`src/sv/scfp_pkg.sv`:
```
package scfp_pkg;

   localparam int CAPACITY = 32;
   localparam int IDX_W = (CAPACITY > 1) ? $clog2(CAPACITY) : 1;
   localparam int CNT_W = $clog2(CAPACITY + 1);
   localparam int GROUP = 4;
   localparam logic [30:0] COUNT_MAX = 31'h7FFF_FFFF;
   localparam logic [7:0] BYTE_MAX = 8'd255;

   localparam logic [2:0] OPC_CLEAR = 3'd0;
   localparam logic [2:0] OPC_HIT = 3'd1;
   localparam logic [2:0] OPC_LOOKUP = 3'd2;
   localparam logic [2:0] OPC_FLATTEN = 3'd3;
   localparam logic [2:0] OPC_EMIT = 3'd4;

   localparam logic [1:0] KIND_ACK = 2'd0;
   localparam logic [1:0] KIND_REPLY = 2'd1;
   localparam logic [1:0] KIND_KEY = 2'd2;
   localparam logic [1:0] KIND_PACK = 2'd3;

   localparam logic [1:0] STAT_OK = 2'd0;
   localparam logic [1:0] STAT_FULL = 2'd1;
   localparam logic [1:0] STAT_MISS = 2'd2;

   typedef enum logic [2:0] {
      OP_CLEAR,
      OP_HIT,
      OP_LOOKUP,
      OP_FLATTEN,
      OP_EMIT,
      OP_NONE
   } op_type;

   typedef struct packed {
      op_type      op;
      logic [31:0] key;
      logic [15:0] amount;
   } cmd_type;

   typedef struct packed {
      logic [1:0]  kind;
      logic [1:0]  status;
      logic [31:0] word;
      logic [30:0] value;
      logic        last;
   } res_type;

endpackage

```
`src/sv/scfp_front.sv`:
```
module scfp_front (
   input  logic               clock,
   input  logic               reset,
   input  logic               push,
   output logic               full,
   input  logic [2:0]         operation,
   input  logic [31:0]        key,
   input  logic [15:0]        amount,
   output logic               cmd_valid,
   output scfp_pkg::cmd_type  cmd,
   input  logic               cmd_take
);

   scfp_pkg::cmd_type slot_ff [2];
   logic wr_ptr_ff, wr_ptr_in;
   logic rd_ptr_ff, rd_ptr_in;
   logic [1:0] fill_ff, fill_in;
   scfp_pkg::cmd_type decoded;
   logic do_wr, do_rd;

   always_comb begin
      case (operation)
         scfp_pkg::OPC_CLEAR: decoded.op = scfp_pkg::OP_CLEAR;
         scfp_pkg::OPC_HIT: decoded.op = scfp_pkg::OP_HIT;
         scfp_pkg::OPC_LOOKUP: decoded.op = scfp_pkg::OP_LOOKUP;
         scfp_pkg::OPC_FLATTEN: decoded.op = scfp_pkg::OP_FLATTEN;
         scfp_pkg::OPC_EMIT: decoded.op = scfp_pkg::OP_EMIT;
         default: decoded.op = scfp_pkg::OP_NONE;
      endcase
      decoded.key = key;
      decoded.amount = amount;
   end

   assign full = (fill_ff == 2'd2);
   assign cmd_valid = (fill_ff != 2'd0);
   assign cmd = slot_ff[rd_ptr_ff];
   assign do_wr = push && !full;
   assign do_rd = cmd_take && cmd_valid;

   always_comb begin
      wr_ptr_in = wr_ptr_ff ^ do_wr;
      rd_ptr_in = rd_ptr_ff ^ do_rd;
      fill_in = fill_ff + {1'b0, do_wr} - {1'b0, do_rd};
   end

   always_ff @(posedge clock) begin
      if (reset) begin
         wr_ptr_ff <= 1'b0;
         rd_ptr_ff <= 1'b0;
         fill_ff <= 2'd0;
      end else begin
         wr_ptr_ff <= wr_ptr_in;
         rd_ptr_ff <= rd_ptr_in;
         fill_ff <= fill_in;
      end
   end

   always_ff @(posedge clock) begin
      if (do_wr) begin
         slot_ff[wr_ptr_ff] <= decoded;
      end
   end

endmodule

```
`src/sv/scfp_engine.sv`:
```
module scfp_engine (
   input  logic               clock,
   input  logic               reset,
   input  logic               cmd_valid,
   input  scfp_pkg::cmd_type  cmd,
   output logic               cmd_take,
   output logic               res_valid,
   output scfp_pkg::res_type  res,
   input  logic               res_pop
);

   typedef enum logic [2:0] {
      S_IDLE,
      S_REPLY,
      S_SEARCH,
      S_FLAT,
      S_FIND,
      S_KEY,
      S_PACK
   } state_type;

   localparam int CW = scfp_pkg::CNT_W;

   logic [31:0] keys_ff [scfp_pkg::CAPACITY];
   logic [30:0] counts_ff [scfp_pkg::CAPACITY];

   state_type state_ff, state_in;
   logic [CW-1:0] used_ff, used_in;
   logic [CW-1:0] idx_ff, idx_in;
   logic [CW-1:0] changed_ff, changed_in;
   logic [CW-1:0] emitted_ff, emitted_in;
   scfp_pkg::cmd_type cmd_ff, cmd_in;
   scfp_pkg::res_type pend_ff, pend_in;
   scfp_pkg::res_type out_ff, out_in;
   logic out_valid_ff, out_valid_in;
   logic have_prev_ff, have_prev_in;
   logic [31:0] prev_ff, prev_in;
   logic best_ok_ff, best_ok_in;
   logic [31:0] best_key_ff, best_key_in;
   logic [30:0] best_cnt_ff, best_cnt_in;
   logic [1:0] gpos_ff, gpos_in;
   logic [31:0] packed_ff, packed_in;

   logic [scfp_pkg::IDX_W-1:0] rd_idx, wr_idx;
   logic [31:0] cur_key;
   logic [30:0] cur_cnt;
   logic [31:0] sum;
   logic [30:0] sum_sat;
   logic key_we, cnt_we;
   logic [30:0] wr_cnt;
   logic can_emit;
   logic [7:0] best_byte;

   assign rd_idx = idx_ff[scfp_pkg::IDX_W-1:0];
   assign cur_key = keys_ff[rd_idx];
   assign cur_cnt = counts_ff[rd_idx];
   assign sum = {1'b0, cur_cnt} + {16'd0, cmd_ff.amount};
   assign sum_sat = sum[31] ? scfp_pkg::COUNT_MAX : sum[30:0];
   assign can_emit = !out_valid_ff || res_pop;
   assign best_byte = (best_cnt_ff > 31'(scfp_pkg::BYTE_MAX)) ? scfp_pkg::BYTE_MAX
                                                              : best_cnt_ff[7:0];
   assign res_valid = out_valid_ff;
   assign res = out_ff;

   always_comb begin
      state_in = state_ff;
      used_in = used_ff;
      idx_in = idx_ff;
      changed_in = changed_ff;
      emitted_in = emitted_ff;
      cmd_in = cmd_ff;
      pend_in = pend_ff;
      out_in = out_ff;
      out_valid_in = out_valid_ff && !res_pop;
      have_prev_in = have_prev_ff;
      prev_in = prev_ff;
      best_ok_in = best_ok_ff;
      best_key_in = best_key_ff;
      best_cnt_in = best_cnt_ff;
      gpos_in = gpos_ff;
      packed_in = packed_ff;
      cmd_take = 1'b0;
      key_we = 1'b0;
      cnt_we = 1'b0;
      wr_idx = rd_idx;
      wr_cnt = sum_sat;
      case (state_ff)
         S_IDLE: begin
            if (cmd_valid) begin
               cmd_take = 1'b1;
               cmd_in = cmd;
               idx_in = '0;
               changed_in = '0;
               emitted_in = '0;
               have_prev_in = 1'b0;
               best_ok_in = 1'b0;
               gpos_in = 2'd0;
               packed_in = '0;
               pend_in = '{kind: scfp_pkg::KIND_ACK, status: scfp_pkg::STAT_OK,
                           word: 32'd0, value: 31'd0, last: 1'b1};
               case (cmd.op)
                  scfp_pkg::OP_CLEAR: begin
                     used_in = '0;
                     state_in = S_REPLY;
                  end
                  scfp_pkg::OP_HIT, scfp_pkg::OP_LOOKUP: state_in = S_SEARCH;
                  scfp_pkg::OP_FLATTEN: state_in = S_FLAT;
                  scfp_pkg::OP_EMIT: state_in = (used_ff == '0) ? S_REPLY : S_FIND;
                  default: state_in = S_REPLY;
               endcase
            end
         end
         S_REPLY: begin
            if (can_emit) begin
               out_in = pend_ff;
               out_valid_in = 1'b1;
               state_in = S_IDLE;
            end
         end
         S_SEARCH: begin
            if (idx_ff == used_ff) begin
               state_in = S_REPLY;
               if (cmd_ff.op == scfp_pkg::OP_HIT) begin
                  if (used_ff < CW'(scfp_pkg::CAPACITY)) begin
                     key_we = 1'b1;
                     cnt_we = 1'b1;
                     wr_idx = used_ff[scfp_pkg::IDX_W-1:0];
                     wr_cnt = {15'd0, cmd_ff.amount};
                     used_in = used_ff + 1'b1;
                  end else begin
                     pend_in.status = scfp_pkg::STAT_FULL;
                  end
               end else begin
                  pend_in.kind = scfp_pkg::KIND_REPLY;
                  pend_in.status = scfp_pkg::STAT_MISS;
               end
            end else if (cur_key == cmd_ff.key) begin
               state_in = S_REPLY;
               if (cmd_ff.op == scfp_pkg::OP_HIT) begin
                  cnt_we = 1'b1;
               end else begin
                  pend_in.kind = scfp_pkg::KIND_REPLY;
                  pend_in.value = cur_cnt;
               end
            end else begin
               idx_in = idx_ff + 1'b1;
            end
         end
         S_FLAT: begin
            if (idx_ff == used_ff) begin
               pend_in.kind = scfp_pkg::KIND_REPLY;
               pend_in.value = {{(31 - CW){1'b0}}, changed_ff};
               state_in = S_REPLY;
            end else begin
               if (cur_cnt > 31'd1) begin
                  cnt_we = 1'b1;
                  wr_cnt = 31'd1;
                  changed_in = changed_ff + 1'b1;
               end
               idx_in = idx_ff + 1'b1;
            end
         end
         S_FIND: begin
            if (idx_ff == used_ff) begin
               state_in = S_KEY;
            end else begin
               if ((!have_prev_ff || cur_key > prev_ff) &&
                   (!best_ok_ff || cur_key < best_key_ff)) begin
                  best_ok_in = 1'b1;
                  best_key_in = cur_key;
                  best_cnt_in = cur_cnt;
               end
               idx_in = idx_ff + 1'b1;
            end
         end
         S_KEY: begin
            if (can_emit) begin
               out_in = '{kind: scfp_pkg::KIND_KEY, status: scfp_pkg::STAT_OK,
                          word: best_key_ff, value: 31'd0, last: 1'b0};
               out_valid_in = 1'b1;
               packed_in[8*gpos_ff +: 8] = best_byte;
               emitted_in = emitted_ff + 1'b1;
               have_prev_in = 1'b1;
               prev_in = best_key_ff;
               best_ok_in = 1'b0;
               idx_in = '0;
               if (gpos_ff == 2'(scfp_pkg::GROUP - 1) || emitted_in == used_ff) begin
                  state_in = S_PACK;
               end else begin
                  gpos_in = gpos_ff + 1'b1;
                  state_in = S_FIND;
               end
            end
         end
         S_PACK: begin
            if (can_emit) begin
               out_in = '{kind: scfp_pkg::KIND_PACK, status: scfp_pkg::STAT_OK,
                          word: packed_ff, value: 31'd0, last: emitted_ff == used_ff};
               out_valid_in = 1'b1;
               gpos_in = 2'd0;
               packed_in = '0;
               state_in = (emitted_ff == used_ff) ? S_IDLE : S_FIND;
            end
         end
         default: state_in = S_IDLE;
      endcase
   end

   always_ff @(posedge clock) begin
      if (reset) begin
         state_ff <= S_IDLE;
         used_ff <= '0;
         out_valid_ff <= 1'b0;
      end else begin
         state_ff <= state_in;
         used_ff <= used_in;
         out_valid_ff <= out_valid_in;
      end
      idx_ff <= idx_in;
      changed_ff <= changed_in;
      emitted_ff <= emitted_in;
      cmd_ff <= cmd_in;
      pend_ff <= pend_in;
      out_ff <= out_in;
      have_prev_ff <= have_prev_in;
      prev_ff <= prev_in;
      best_ok_ff <= best_ok_in;
      best_key_ff <= best_key_in;
      best_cnt_ff <= best_cnt_in;
      gpos_ff <= gpos_in;
      packed_ff <= packed_in;
   end

   always_ff @(posedge clock) begin
      if (key_we) begin
         keys_ff[wr_idx] <= cmd_ff.key;
      end
      if (cnt_we) begin
         counts_ff[wr_idx] <= wr_cnt;
      end
   end

`ifndef SYNTHESIS
   a_used_bound: assert property (@(posedge clock) disable iff (reset)
      used_ff <= CW'(scfp_pkg::CAPACITY))
      else $error("Entry count exceeds the table capacity.");
   a_out_hold: assert property (@(posedge clock) disable iff (reset)
      (out_valid_ff && !res_pop) |=> (out_valid_ff && $stable(out_ff)))
      else $error("A waiting result changed before its transfer.");
   a_emit_bound: assert property (@(posedge clock) disable iff (reset)
      (state_ff == S_FIND || state_ff == S_KEY || state_ff == S_PACK) |->
      (emitted_ff <= used_ff && used_ff != '0))
      else $error("Emit walked past the stored entries.");
   a_take_idle: assert property (@(posedge clock) disable iff (reset)
      cmd_take |-> (state_ff == S_IDLE && cmd_valid))
      else $error("A command was taken while the engine was busy.");
`endif

endmodule

```
`src/sv/sparse_feature_count_packer_unit.sv`:
```
// Channel   Ports                                         Transfer when
// request   req_push req_full req_operation/key/amount    req_push && !req_full
// response  rsp_pop rsp_empty rsp_kind/status/word/...    rsp_pop && !rsp_empty
//
// Clear and undefined operations go from idle straight to the reply state in the engine.
// Hit and lookup scan the table one entry per cycle until the key is found or the stored entries end.
// Flatten scans the table once; emit rescans the table for each key,
// limited by the single table read port.
// Reset is synchronous and empties the table and both queues.
// Two requests queue ahead of the engine; either side may stall at any time.
module sparse_feature_count_packer_unit (
   input  logic        clock,
   input  logic        reset,
   input  logic        req_push,
   output logic        req_full,
   input  logic [2:0]  req_operation,
   input  logic [31:0] req_key,
   input  logic [15:0] req_amount,
   output logic        rsp_empty,
   input  logic        rsp_pop,
   output logic [1:0]  rsp_kind,
   output logic [1:0]  rsp_status,
   output logic [31:0] rsp_word,
   output logic [30:0] rsp_value,
   output logic        rsp_last
);

   logic cmd_valid, cmd_take, res_valid;
   scfp_pkg::cmd_type cmd;
   scfp_pkg::res_type res;

   scfp_front u_front (
      .clock(clock), .reset(reset), .push(req_push), .full(req_full),
      .operation(req_operation), .key(req_key), .amount(req_amount),
      .cmd_valid(cmd_valid), .cmd(cmd), .cmd_take(cmd_take)
   );

   scfp_engine u_engine (
      .clock(clock), .reset(reset), .cmd_valid(cmd_valid), .cmd(cmd),
      .cmd_take(cmd_take), .res_valid(res_valid), .res(res), .res_pop(rsp_pop)
   );

   assign rsp_empty = !res_valid;
   assign rsp_kind = res.kind;
   assign rsp_status = res.status;
   assign rsp_word = res.word;
   assign rsp_value = res.value;
   assign rsp_last = res.last;

endmodule
```
`config.mk`:
```
export PLATFORM = sky130hd
export DESIGN_NAME = sparse_feature_count_packer_unit
export DESIGN_NICKNAME = d
export VERILOG_FILES = /design/src/sv/scfp_pkg.sv /design/src/sv/scfp_front.sv /design/src/sv/scfp_engine.sv /design/src/sv/sparse_feature_count_packer_unit.sv
export SDC_FILE = /design/constraint.sdc
export NUM_CORES = 2
export LEC_CHECK = 0
export ABC_AREA = 1
export BUFFER_PORTS_ARGS = -buffer_cell sky130_fd_sc_hd__buf_2
export CAP_MARGIN = 40
export CELL_PAD_IN_SITES_DETAIL_PLACEMENT = 0
export CELL_PAD_IN_SITES_GLOBAL_PLACEMENT = 1
export CORE_MARGIN = 2
export CORE_UTILIZATION = 45
export CTS_CLUSTER_DIAMETER = 120
export DETAILED_ROUTE_END_ITERATION = 8
export MAX_ROUTING_LAYER = met4
export PLACE_DENSITY = 0.76
export SLEW_MARGIN = 20
export SYNTH_ARGS = -nofsm -noshare
export SYNTH_HDL_FRONTEND = slang
export SYNTH_SLANG_ARGS = --single-unit
```
`constraint.sdc`:
```
create_clock -name clock -period 7.5 [get_ports clock]
set_input_delay 0.375 -clock clock [delete_from_list [all_inputs] [get_ports clock]]
set_output_delay 0.375 -clock clock [all_outputs]
set_load 0.05 [all_outputs]
```
; ---- Word-level counts from Yosys, hierarchy flattened
; Memory sizes are Yosys's and may differ from the RTL's. A register that Yosys moved wholly into a read port is not among the register bits.
; Cells that the tools add are included.
[totals]
n_memories = 3
inputBits = 55
elab_cells = 238
reg_bits = 317
mem_bits_rw = 2118
[classes]
addsub = 9
n_eq_ne = 43
shifts = 2
mux = 102
bitwise = 3
magnitude_cmp = 5
n_reduce_logical = 44
[mem_list]
columns = name, depth, width, rd, rd_clocked_by_memory_dff, wr, line_no
row1 = u_engine.keys_ff, 32, 32, 1, 1, 1, scfp_engine.sv:24  ; logic [31:0] keys_ff [scfp_pkg::CAPACITY];
row2 = u_engine.counts_ff, 32, 31, 1, 1, 1, scfp_engine.sv:25  ; logic [30:0] counts_ff [scfp_pkg::CAPACITY];
row3 = u_front.slot_ff, 2, 51, 1, 1, 1, scfp_front.sv:14  ; scfp_pkg::cmd_type slot_ff [2];
[op_table]
columns = operator, n
row1 = 31-bit two-way mux, 10
row2 = 68-bit two-way mux, 4
row3 = 68-bit one-hot mux with 3 select lines, 1
row4 = 32-bit two-way mux, 3
row5 = 32-bit one-hot mux with 3 select lines, 1
row6 = 31-bit one-hot mux with 3 select lines, 1
row7 = 6-bit two-way mux, 13
row8 = 31-bit one-hot mux with 2 select lines, 1
row9 = 6-bit one-hot mux with 2 select lines, 3
row10 = 5-bit negator with 34-bit output, 1
row11 = 8-bit by 34-bit variable shift with 32-bit output (first input constant), 1
row12 = 8-bit by 34-bit indexed part select with 32-bit output, 1
row13 = 31-bit by 16-bit adder with 32-bit output, 1
row14 = 32-bit bitwise mux, 1
row15 = 32-bit == test, 1
row16 = 32-bit greater-than comparator, 1
row17 = 32-bit less-than comparator, 1
row18 = 31-bit by 1-bit greater-than comparator with 1-bit output (second input constant), 1
row19 = 31-bit by 8-bit greater-than comparator with 1-bit output (second input constant), 1
row20 = 3-bit two-way mux, 10
row21 = 5-bit two-way mux, 6
row22 = 1-bit two-way mux, 25
row23 = 6-bit by 1-bit adder with 6-bit output (second input constant), 4
row24 = 2-bit two-way mux, 12
row25 = other kinds (40), 104

; ---- Longest topological paths before layout
[logic_depth]
word_depth = 7
mapped_depth = 27
mapped_depth_nobuf = 24

; ---- Modules after synthesis
; From an unflattened synthesis, not the netlist that was laid out.
[hier_totals]
hier_cells = 7937
hier_area_um2 = 100106.0
[by_module_without_submodules]
columns = module, cells_each, n_inst, seq_area_each_um2, area_each_um2
row1 = scfp_engine, 7738, 1, 69907.0, 95918.2
row2 = scfp_front, 198, 1, 3143.0, 4184.0
row3 = sparse_feature_count_packer_unit, 1, 1, 0.0, 3.8

; ---- Worst setup path before layout
; Ideal clock, no wire load.
[synth_timing]
kind = flip-flop to flip-flop
from = reg with a tool-made name
to = reg u_engine.best_cnt_ff[0] (enable)
setup_slack_ns = 1.632
setup_ns = 0.484
arrival_time_ns = 5.383
stages_incl_launch_ff = 23
synth_period_minus_slack_ns = 5.868
path_buffers = 3
t_required_ns = 7.016
cell_sequence = dfxtp_1 -> buf_2 -> inv_2 -> clkbuf_1 -> buf_1 -> o221ai_1 -> nand3_1 -> nand3_1 -> nand2_1 -> inv_1 -> ha_1 -> nand2_1 -> o21ai_0 -> nand3_1 -> a21oi_1 -> a211oi_1 -> o21ai_0 -> nand2_1 -> nand2_1 -> nand2_1 -> a21oi_1 -> nand2_1 -> nor2_1
[synth_rtl]
columns = item, line_no
row1 = "end signal, assigned", scfp_engine.sv:229  ; best_cnt_ff <= best_cnt_in;
row2 = "end, declared", scfp_engine.sv:40  ; logic [30:0] best_cnt_ff, best_cnt_in;

==> run metrics <==
Skew-Pair Late Insertion Delay=0.86 ns; Num CTS Buffers=229; switching share of power=37.6%; CP startpoint kind=flop; TritonCTS clock tree=done; via count=66519; Final Hold Fails=0; number of global-route vias before repair=62940; CP peak stage delay=0.75 ns; crit path max fanout=57; Rows=172; cells along the critical path=buf_4 > buf_4 > o21ai_0 > o22ai_1 > nand2_1 > nand3_1 > nand3_1 > nand2_1 > ha_1 > nand2_1 > inv_1 > nand3_1 > nor4_1 > nand2_1 > nand2_1 > nand2_1 > a21oi_1 > nand2_1 > nor2_4 > buf_12; Final Cycle Share=84.2%; post-route cell area=113000 µm²; asr flop ratio synth=0%; Slew HR=31.1%; Comb power frac=35.6%; fillers=18550; global route overflow=0; final clock skew=0.0327 ns; Initial Util=45.4%; PD cells=437 nW/µm²; EDFF count, synth=2420; Max clock buf depth=3; post-route ant nets=0; Core Region=220000 µm²; GRT met1 Usage=33.5%; Max VDD drop=443 µV; syn_nets=8291; Flop pwr share=41.5%; Die Area=226000 µm²; area leader, netlist=edfxtp_1; Worst-Margin Slew=1.03 ns; Synth Area per Inst=12.3 µm²; DRT iter0 DRCs=8094; WL final=290000 µm; status=completed; global-route wire length before repair=418000 µm; HP Class=input pin to flop; RSZ-0062 raised after global routing=false; Yosys warnings=0; Syn Inst Count=8142; share of the synthesized area in the top cell type=72.8%; Avg Vias per Cell=5.82; largest net degree at the start of global routing=193; layout cells sized above 1=9.37%; worst path arrival time=6.82 ns; Min Clock Period, post-route=6.31 ns; WP data required=8.00 ns; met3 Use GR=3.55%; # setup viols final=0; cell area after synthesis=99900 µm²; Total GRT Usage=25.9%; antenna violations before repair=2; Placed Area=105000 µm²; Final Wtd Congestion=0.877; clock sinks=2439; leakage power=39.0 nW; drc violations=0; maxcap violations=0; drt pass-1 iters=6; Max Clk Rate=0.158 GHz; fin. max-slew vios=0; leading post-synthesis cells by cell area=edfxtp_1 73%, nand2_1 5.6%, o21ai_0 4.8%; CP Capture Type=flop; WL per Instance=25.4 µm; GR peak layer=met2; global-route met2 utilization=41.7%; PostCTS Resize Cnt=0; P_sw=0.0186 W; TNS Setup=0 ns; clock root buffer=clkbuf_16; Die Span Y=475 µm; Reg clk slew, reported paths=0.06 ns; Slowest cell on crit path=buf_4; most used cell along the critical path=nand2_1; Setup Crit Path Kind=flop to flop; sequential fraction of the synthesis area=73.2%; Netlist cell types=57; Int Pwr=0.0308 W; H-tree depth=4; main flop type after synthesis=edfxtp_1; Yosys reg bits=2439; Area Overhead vs Synth=13.2%; Layout Nets=8440; port bufs=124; clock power share=22.9%; die width=475 µm; Final HPWL DP=149000 µm; reg2reg setup slack=1.19 ns; num ports=125
[worst max-delay path: cells and delay by family (launching register included)]
family / cells / cell delay, ns
DFF: 1 / 0.69
adders and majority gates: 1 / 0.22
buffers and inverters: 4 / 1.81
AOI/OAI and AO/OA: 3 / 0.58
and+or+nand+nor: 12 / 2.46
[timing repair]
action / CTS / global route
setup buffers: 0 / 0
hold buffers: 53 / 0
endpoints found under the hold margin: 116 / 0
[layer usage]
layer | wire length, µm | share of wire [%]
met1 | 115000 | 40
met2 | 140000 | 48
met4 | 12200 | 4.2
met5 | 0 | 0
met3 | 23300 | 8.0
[synthesized netlist by cell type (15+ instances only)]
| library cell | instances |
|---|---|
| inv_1 | 255 |
| buf_1 | 50 |
| o21ai_1 | 35 |
| ha_1 | 93 |
| buf_6 | 15 |
| edfxtp_1 | 2420 |
| nand2_1 | 1487 |
| clkbuf_1 | 165 |
| nand3_1 | 449 |
| dfxtp_1 | 19 |
| nand4_1 | 15 |
| a21oi_1 | 156 |
| o21ai_0 | 958 |
| inv_2 | 16 |
| nand3b_1 | 15 |
| nor4_1 | 15 |
| nor2_1 | 1109 |
| buf_4 | 48 |
| o22ai_1 | 395 |
| o221ai_1 | 34 |
| a21oi_2 | 30 |
| xor2_1 | 23 |
| buf_2 | 205 |
| nor3_1 | 31 |
[placed cells by master, fill, tap and decap left out, types with 15 or more instances in the layout]
master and instances:
edfxtp_1 2420, nand2_1 1487, nor2_1 1073, o21ai_0 957, nand3_1 449, o22ai_1 395, inv_1 252, clkbuf_16 235
a21oi_1 141, buf_2 128, buf_4 124, ha_1 91, clkbuf_1 65, clkinv_1 55, dlygate4sd3_1 53, buf_12 52
o21ai_1 36, nor2_4 36, a21oi_4 35, o221ai_1 34, clkinv_2 31, nor3_1 29, buf_8 29, xor2_1 23
bufinv_16 18, nand4_1 15, nand3b_1 15
[per-stage QoR]
step	hold slack, ns	worst slack (ns)	instances	utilization [%]	power [W]
4_1_cts	0.0270	1.28	11420	51.2	0.0491
6_report	0.0607	1.19	11437	51.3	0.0494
2_1_floorplan	0.426	1.63	8142	-	0.0314
3_3_place_gp	0.429	1.30	10912	47.4	0.0370
5_1_grt	0.0954	0.915	11436	51.3	0.0517
3_5_place_dp	0.434	1.28	10950	47.7	0.0379
[logic make-up (layout without fill, tap and decap cells)]
group / Yosys count / in the layout / share of synthesized area [%]
AO/OA/AOI/OAI: 1666 / 1666 / 9.26
XOR/XNOR: 36 / 36 / 0.316
adder cells (fa/ha/maj): 94 / 94 / 1.19
buffers and inverters: 761 / 1096 / 3.41
flip-flops: 2439 / 2439 / 73.2
other: 0 / 2 / 0
AND/OR/NAND/NOR: 3146 / 3146 / 12.7
[path summary, 6_finish.rpt]
| check | startpoint | end | depth (start not counted) |
|---|---|---|---|
| worst max-delay path | flop | u_engine.best_cnt_ff[19] | 20 |
| worst min-delay path | rsp_pop | u_engine.res_valid | 4 |
| worst max register to register | flop | u_engine.best_cnt_ff[19] | 20 |
| worst min register to register | u_engine.best_key_ff[23] | u_engine.prev_ff[23] | 0 |
[final cells by class]
class / count / area [µm²] / area share [%]
multi-input combinational: 4942 / 24000 / 21.3
tap: 2958 / 3700 / 3.27
clock inverter: 113 / 1040 / 0.922
clock buffer: 304 / 6180 / 5.47
timing repair buffer: 402 / 3920 / 3.47
inverter: 277 / 1080 / 0.952
antenna: 2 / 5.00 / 0.00443
sequential: 2439 / 73100 / 64.7
[power by group through the flow]
stage          registers (W)  logic (W)  clock network [W]
5_1_grt               0.0206     0.0191             0.0119
2_1_floorplan         0.0213     0.0101                  0
3_5_place_dp          0.0209     0.0170                  0
4_1_cts               0.0206     0.0171             0.0114
3_3_place_gp          0.0211     0.0159                  0
6_report              0.0205     0.0176             0.0113
[flip-flops by register name, summed over array words and instances (netlist names), 32 cells and up, named ones only]
signal	cells
u_engine.pend_ff	34
u_engine.keys_ff	1024
u_front.slot_ff	102
u_engine.res	68
u_engine.packed_ff	32
u_engine.prev_ff	32
u_engine.cmd_ff	51
u_engine.counts_ff	992
u_engine.best_key_ff	32
No activity file was read; power rests on OpenSTA's default activity.
